===== src/rtl/sacc_pkg.sv =====
// Shared types and constants for the set-associative write-through cache.
// No dependencies.
package sacc_pkg;

    typedef enum logic [1:0] {
        OP_READ  = 2'd0,
        OP_WRITE = 2'd1,
        OP_FILL  = 2'd2,
        OP_NONE  = 2'd3
    } op_t;

    typedef enum logic [1:0] {
        KIND_READ_DATA = 2'd0,
        KIND_FETCH     = 2'd1,
        KIND_WRITE     = 2'd2
    } kind_t;

    localparam logic [1:0] SIZE_BYTE = 2'd0;
    localparam logic [1:0] SIZE_HALF = 2'd1;
    localparam logic [1:0] SIZE_WORD = 2'd2;

    localparam logic [15:0] LFSR_TAPS = 16'hB400;
    localparam logic [15:0] LFSR_ONE  = 16'h0001;

    typedef struct packed {
        op_t         op;
        logic [31:0] address;
        logic [1:0]  size;
        logic [31:0] data;
    } item_t;

    typedef enum logic [3:0] {
        S_CLEAR,
        S_IDLE,
        S_RD_TAG,
        S_RD_CHK,
        S_FETCH_OUT,
        S_FILL_WAIT,
        S_BYTE_TAG,
        S_BYTE_CHK,
        S_BYTE_DATA,
        S_RESP,
        S_WT_OUT
    } state_t;

endpackage


===== src/rtl/sacc_front.sv =====
// Front end: accepts beats, normalizes size and data, queues them.
// Depends on sacc_pkg.
module sacc_front import sacc_pkg::*; (
    input  logic        clk,
    input  logic        rst_n,
    input  logic        in_valid,
    output logic        in_ready,
    input  logic [1:0]  op,
    input  logic [31:0] address,
    input  logic [1:0]  size_code,
    input  logic [31:0] write_data,
    input  logic [31:0] fill_word,
    output logic        q_valid,
    output item_t       q_item,
    input  logic        q_pop
);
    item_t      entry_reg [2];
    logic       wr_ptr_reg, wr_ptr_next;
    logic       rd_ptr_reg, rd_ptr_next;
    logic [1:0] count_reg, count_next;
    item_t      item_in;
    logic       push;

    always_comb
    begin
        item_in.op      = op_t'(op);
        item_in.address = address;
        item_in.size    = (size_code == SIZE_HALF || size_code == SIZE_BYTE) ? size_code
                                                                             : SIZE_WORD;
        case (op_t'(op))
            OP_FILL:  item_in.data = fill_word;
            default:
            begin
                case (item_in.size)
                    SIZE_BYTE: item_in.data = {24'd0, write_data[7:0]};
                    SIZE_HALF: item_in.data = {16'd0, write_data[15:0]};
                    default:   item_in.data = write_data;
                endcase
            end
        endcase
    end

    assign in_ready = (count_reg != 2'd2);
    assign push     = in_valid && in_ready;
    assign q_valid  = (count_reg != 2'd0);
    assign q_item   = entry_reg[rd_ptr_reg];

    always_comb
    begin
        wr_ptr_next = push ? ~wr_ptr_reg : wr_ptr_reg;
        rd_ptr_next = q_pop ? ~rd_ptr_reg : rd_ptr_reg;
        count_next  = count_reg + {1'b0, push} - {1'b0, q_pop};
    end

    always_ff @(posedge clk)
    begin
        if (push)
        begin
            entry_reg[wr_ptr_reg] <= item_in;
        end
    end

    always_ff @(posedge clk or negedge rst_n)
    begin
        if (!rst_n)
        begin
            wr_ptr_reg <= 1'b0;
            rd_ptr_reg <= 1'b0;
            count_reg  <= 2'd0;
        end
        else
        begin
            wr_ptr_reg <= wr_ptr_next;
            rd_ptr_reg <= rd_ptr_next;
            count_reg  <= count_next;
        end
    end
endmodule


===== config.mk =====
export PLATFORM = sky130hd
export DESIGN_NAME = sacc_front
export DESIGN_NICKNAME = d
export VERILOG_FILES = /design/src/rtl/sacc_pkg.sv /design/src/rtl/sacc_front.sv
export SDC_FILE = /design/constraint.sdc
export NUM_CORES = 1
export LEC_CHECK = 0
export BUFFER_PORTS_ARGS = -buffer_cell sky130_fd_sc_hd__buf_4
export CORE_ASPECT_RATIO = 1.5
export CORE_MARGIN = 2
export CORE_UTILIZATION = 43
export DETAILED_ROUTE_END_ITERATION = 7
export PLACE_DENSITY = 0.69
export SYNTH_ARGS = -nofsm -noshare
export SYNTH_HDL_FRONTEND = slang
export SYNTH_SLANG_ARGS = --single-unit
export TNS_END_PERCENT = 100

===== constraint.sdc =====
create_clock -name clk -period 5.3 [get_ports clk]
set_input_delay 0.795 -clock clk [delete_from_list [all_inputs] [get_ports clk]]
set_output_delay 0.795 -clock clk [all_outputs]
set_load 0.05 [all_outputs]

; ---- Word-level counts from Yosys, hierarchy flattened
; Memory sizes are Yosys's and may differ from the RTL's.
; Cells that the tools add are included.
[word_totals]
ram_bits = 136
reg_bits = 4
word_cells = 22
output_inout_bits = 70
n_memories = 1
[memory_table]
columns = memory, words, width, rd, rd_ports_with_merged_regs, write_ports, line_no
row1 = entry_reg, 2, 68, 1, 0, 1, sacc_front.sv:17  ; item_t entry_reg [2];
[classes]
n_reduce_logical = 5
bitwise_logic = 2
eq_ne = 4
mux = 5
addsub = 2
[ops]
columns = op, n
row1 = case mux 32 bit (2 select lines), 1
row2 = two-way mux 32 bit, 1
row3 = "== test 2 x 1 -> 1 bit, second input constant", 2
row4 = logical NOT 2 bit, 2
row5 = adder 2 x 1 -> 2 bit, 1
row6 = "== test 2 bit, second input constant", 1
row7 = two-way mux 1 bit, 2
row8 = two-way mux 2 bit, 1
row9 = "inequality test 2 bit, second input constant", 1
row10 = inverter 1 bit, 2
row11 = nonzero test 2 bit, 1
row12 = subtractor 2 x 1 -> 2 bit, 1
row13 = logical AND 1 bit, 1
row14 = logical OR 1 bit, 1

; ---- Logic depth before layout (Yosys ltp)
[depth]
ltp_word = 6
ltp_mapped = 5
depth_no_buf = 5

; ---- Least setup slack after synthesis
; OpenSTA, ideal clock, no wires.
[synth_timing]
path_kind = reg-to-reg
startpoint = reg count_reg[0]
endpoint = mem entry_reg[0][0] (netlist bit) (enable)
slack_ns = 0.900
required_ns = 4.805
arrival_ns = 3.905
path_buffers = 0
stages_incl_launch_ff = 4
synth_period_minus_slack_ns = 4.400
setup_time_ns = 0.495
path_cell_list = dfrtp_1 > nand2b_1 > nand2_1 > nor2_1
[synth_via]
elab_chain_cells = 4
[synth_rtl]
columns = item, line_no
row1 = start: declaration, sacc_front.sv:20  ; logic [1:0] count_reg, count_next;
row2 = start signal: assignment, sacc_front.sv:75  ; count_reg <= count_next;
row3 = inequality test 2 bit, sacc_front.sv:43  ; assign in_ready = (count_reg != 2'd2);
row4 = via in_ready, sacc_front.sv:7  ; output logic in_ready,
row5 = logical AND 1 bit, sacc_front.sv:44  ; assign push = in_valid && in_ready;
row6 = two-way mux 1 bit, sacc_front.sv:57  ; if (push)
row7 = two-way mux 1 bit (implied by the code), sacc_front.sv:59  ; entry_reg[wr_ptr_reg] <= item_in;
row8 = end: declaration, sacc_front.sv:17
; The timed path passes the listed nets, and every way through them passes these cells.

==> impl_results.rst <==
.. list-table::
   :header-rows: 1

   * - Metric
     - Value
   * - Outcome
     - completed
   * - X dimension of the die
     - slightly below 100 um
   * - Cell area after layout
     - 7600 um^2
   * - Via/cell ratio
     - ~5
   * - Met2 GRT Util
     - 0.292
   * - Startpoint type of the worst setup path
     - register
   * - Wire length of the first global-routing pass
     - 16.7 mm
   * - Number of cells after detailed placement
     - 622
   * - Number of max-cap violations
     - 0
   * - Number of antenna cells inserted
     - 0
   * - Post-route insts no fill
     - 654
   * - Area enclosed by the die boundary
     - 13,900 um^2
   * - Remaining antenna violation count after routing
     - 0
   * - Actual transition at the worst max-transition pin
     - approximately 1.1 ns
   * - Number of cells produced by synthesis
     - between 300 and 400
   * - Fill count
     - 989
   * - Die extent in y
     - 143 um
   * - Input/output buffers
     - 173
   * - Most frequent cells in the layout
     - 174 x buf_4, 136 x edfxtp_1, 66 x mux2_2
   * - Global Route Usage Sum
     - 0.158
   * - Row count
     - just over 50
   * - CP endpoint kind
     - output pin
   * - Met1 Resource Use GR
     - 0.161
   * - First-pass iteration count of the detailed router
     - 4
   * - Final hold viol count
     - 0
   * - Sequential fraction of the synthesis area
     - 0.750
   * - Crit path max-delay cell type
     - dfrtp_4
   * - Headroom to the max-slew limit
     - 0.240
   * - Maximum clock skew at final layout
     - 0.00483 ns
   * - Clock latency on the worst-skew pair
     - 0.40 ns
   * - Number of buffers added to fix hold violations after cts
     - 0
   * - Critical path arrival
     - between 2 and 2.5 ns
   * - Iter 0 DRT Violations
     - 150
   * - Maximum fanout along the worst path
     - 69
   * - Clock tree from TritonCTS
     - done
   * - Launch point of the critical path
     - rd_ptr_reg
   * - Terminus of the critical flop-to-flop path
     - entry_reg[0][54]
   * - Leading cell type in the layout, fill and taps excluded
     - buf_4
   * - Worst reg2reg path depth
     - 4
   * - Setup violators final
     - 0
   * - Post-route minimum period
     - 2.93 ns
   * - Final RePlAce weighted congestion
     - ~0.73
   * - Tcrit/Tclk final
     - 0.553
   * - Peak VDD IR
     - 0.284 mV
   * - Placed Instance Area
     - 7000 um^2
   * - Number of warnings reported in the yosys synthesis log
     - 0
   * - Via count of the first global-routing pass
     - 3,402
   * - Minimum setup slack among reg-to-reg paths
     - roughly 2.8 ns
   * - Total nets after synthesis
     - 410
   * - Setup TNS
     - 0 ns
   * - Crit path capture
     - q_item[11]
   * - Initial antenna violation count
     - 0
   * - Post-CTS Setup Repair Bufs
     - 0
   * - Startpoint of the worst register-to-register path
     - count_reg[0]
   * - Leakage power total
     - approximately 0.0029 uW
   * - Starting utilization of the core area
     - 0.435
   * - Most utilized layer in the global route result
     - met2
   * - Setup repair after global routing missed its margin
     - false
   * - Largest net degree at the start of global routing
     - 70
   * - CTS root buffer
     - clkbuf_16
   * - Hold Slack
     - approximately 0.18 ns
   * - Met3 demand-to-capacity share in global routing
     - 0.0482
   * - Placeable core region
     - 12,800 um^2
   * - Mean area per synthesized cell
     - 18.3 um^2
   * - Total Wirelength
     - 11.1 mm
   * - I/O pin cnt
     - approximately 170
   * - Synthesized flop and latch total
     - 140
   * - Power per cell area
     - 630 nW/um^2
   * - Delay of the slowest cell on the worst path
     - 1.07 ns
   * - Crit Path Class
     - reg2out
   * - Synth-to-layout area growth
     - 36.2%
   * - CTS sink cnt
     - 140
   * - Path type of the worst min-delay path
     - in2async
   * - Residual DRC count
     - 0
   * - Clock slew at the register clock pins of the worst setup and hold paths
     - about 0.060 ns
   * - Overall overflow remaining after global route
     - 0
   * - Post-synthesis cell area
     - roughly 5600 um^2
   * - WL per Instance
     - 17.0 um
   * - Max clock buf depth
     - 2
   * - Routed vias
     - 3,258
   * - Number of H-tree branching levels
     - 4
   * - Number of library cell types mapped by synthesis
     - 25
   * - Required time at the endpoint of the critical path
     - 4.51 ns
   * - Number of CTS-inserted buffers
     - 17
   * - Number of flip-flops under the largest register name
     - 136
   * - Total Nets Final
     - 587
   * - Fin. max-slew vios
     - 0
   * - Post-detailed-placement half-perimeter wirelength
     - 7.39 mm
   * - Achievable Freq
     - between 300 and 400 MHz
   * - Layout cell share with drive strength beyond 1
     - 0.578
   * - Count of instances resized after the clock tree is built
     - 0
   * - Critical Path, Cell by Cell
     - mux2_2, buf_4
-- stage by stage --
| stage | util | power [uW] | setup WS [ns] |
|---|---|---|---|
| 2_1_floorplan | - | 3100 | 0.900 |
| 3_3_place_gp | 0.545 | 3630 | 2.47 |
| 3_5_place_dp | 0.545 | 3650 | 2.42 |
| 4_1_cts | 0.592 | 4840 | 2.33 |
| 5_1_grt | 0.592 | 4970 | 2.24 |
| 6_report | 0.592 | 4790 | 2.37 |
-- report_power, final --
| group | switching [uW] | total [uW] | internal [uW] |
|---|---|---|---|
| clock network | 437 | 1180 | 743 |
| registers | 169 | 1700 | 1530 |
| logic | 1240 | 1910 | 663 |
| total | 1850 | 4790 | 2940 |
-- worst min path at each step --
stage,end,slack (ns),cells after the start
2_1_floorplan,wr_ptr_reg,0.46,1
3_3_place_gp,wr_ptr_reg,0.54,1
3_5_place_dp,count_reg[0],0.56,1
4_1_cts,count_reg[1],0.16,1
5_1_grt,count_reg[1],0.15,1
6_report,count_reg[1],0.18,1
-- worst max-delay path: cells and delay by family, from the launching register on --
kind	cells	cell delay [ns]
flops	1	1.07
mux	1	0.43
buf+inv	1	0.19
-- logic make-up (layout without fill, tap and decap cells) --
kind of cell,count (synthesis),count (layout),share of synthesized area
AOI/OAI and AO/OA,26,26,0.0296
xor gates and xnor gates,4,4,0.00628
buffers and inverters,16,206,0.0195
muxes,76,76,0.160
and+or+nand+nor,42,42,0.0321
DFF,140,140,0.750
adders and majority gates,1,1,0.00224
-- cell type report --
class / count / area (um^2) / area share
Sequential cell: 140 / 4190 / 0.551
Timing Repair Buffer: 174 / 1310 / 0.172
Multi-Input combinational cell: 149 / 1300 / 0.171
Clock buffer: 19 / 433 / 0.0570
Tap cell: 159 / 199 / 0.0262
Clock inverter: 13 / 168 / 0.0221
-- routing by layer --
layer	part of all wire	up-vias
met2	0.56	114
met5	0	-
met4	0.021	0
met1	0.36	1608
li1	-	1524
met3	0.053	12
-- cell usage after synthesis --
cell type,n,area (um^2)
buf_4,4,30.0
nor2b_1,1,6.26
o21ai_0,16,80.1
buf_2,6,30.0
ha_1,1,12.5
mux2_2,66,743
nor2_1,2,7.51
nor2_2,1,6.26
nand2_1,33,124
or2_2,1,6.26
edfxtp_1,136,4080
nor3b_1,1,7.51
clkbuf_1,3,11.3
dfrtp_1,4,100
a21bo_2,1,10.0
a22o_1,8,70.1
buf_6,2,22.5
nand2b_1,1,6.26
nor2b_2,1,8.76
mux2_4,10,150
buf_8,1,15.0
and3_1,1,6.26
a21oi_1,1,5.00
xnor2_1,3,26.3
xor2_1,1,8.76
(Power assumes the default switching activity.)
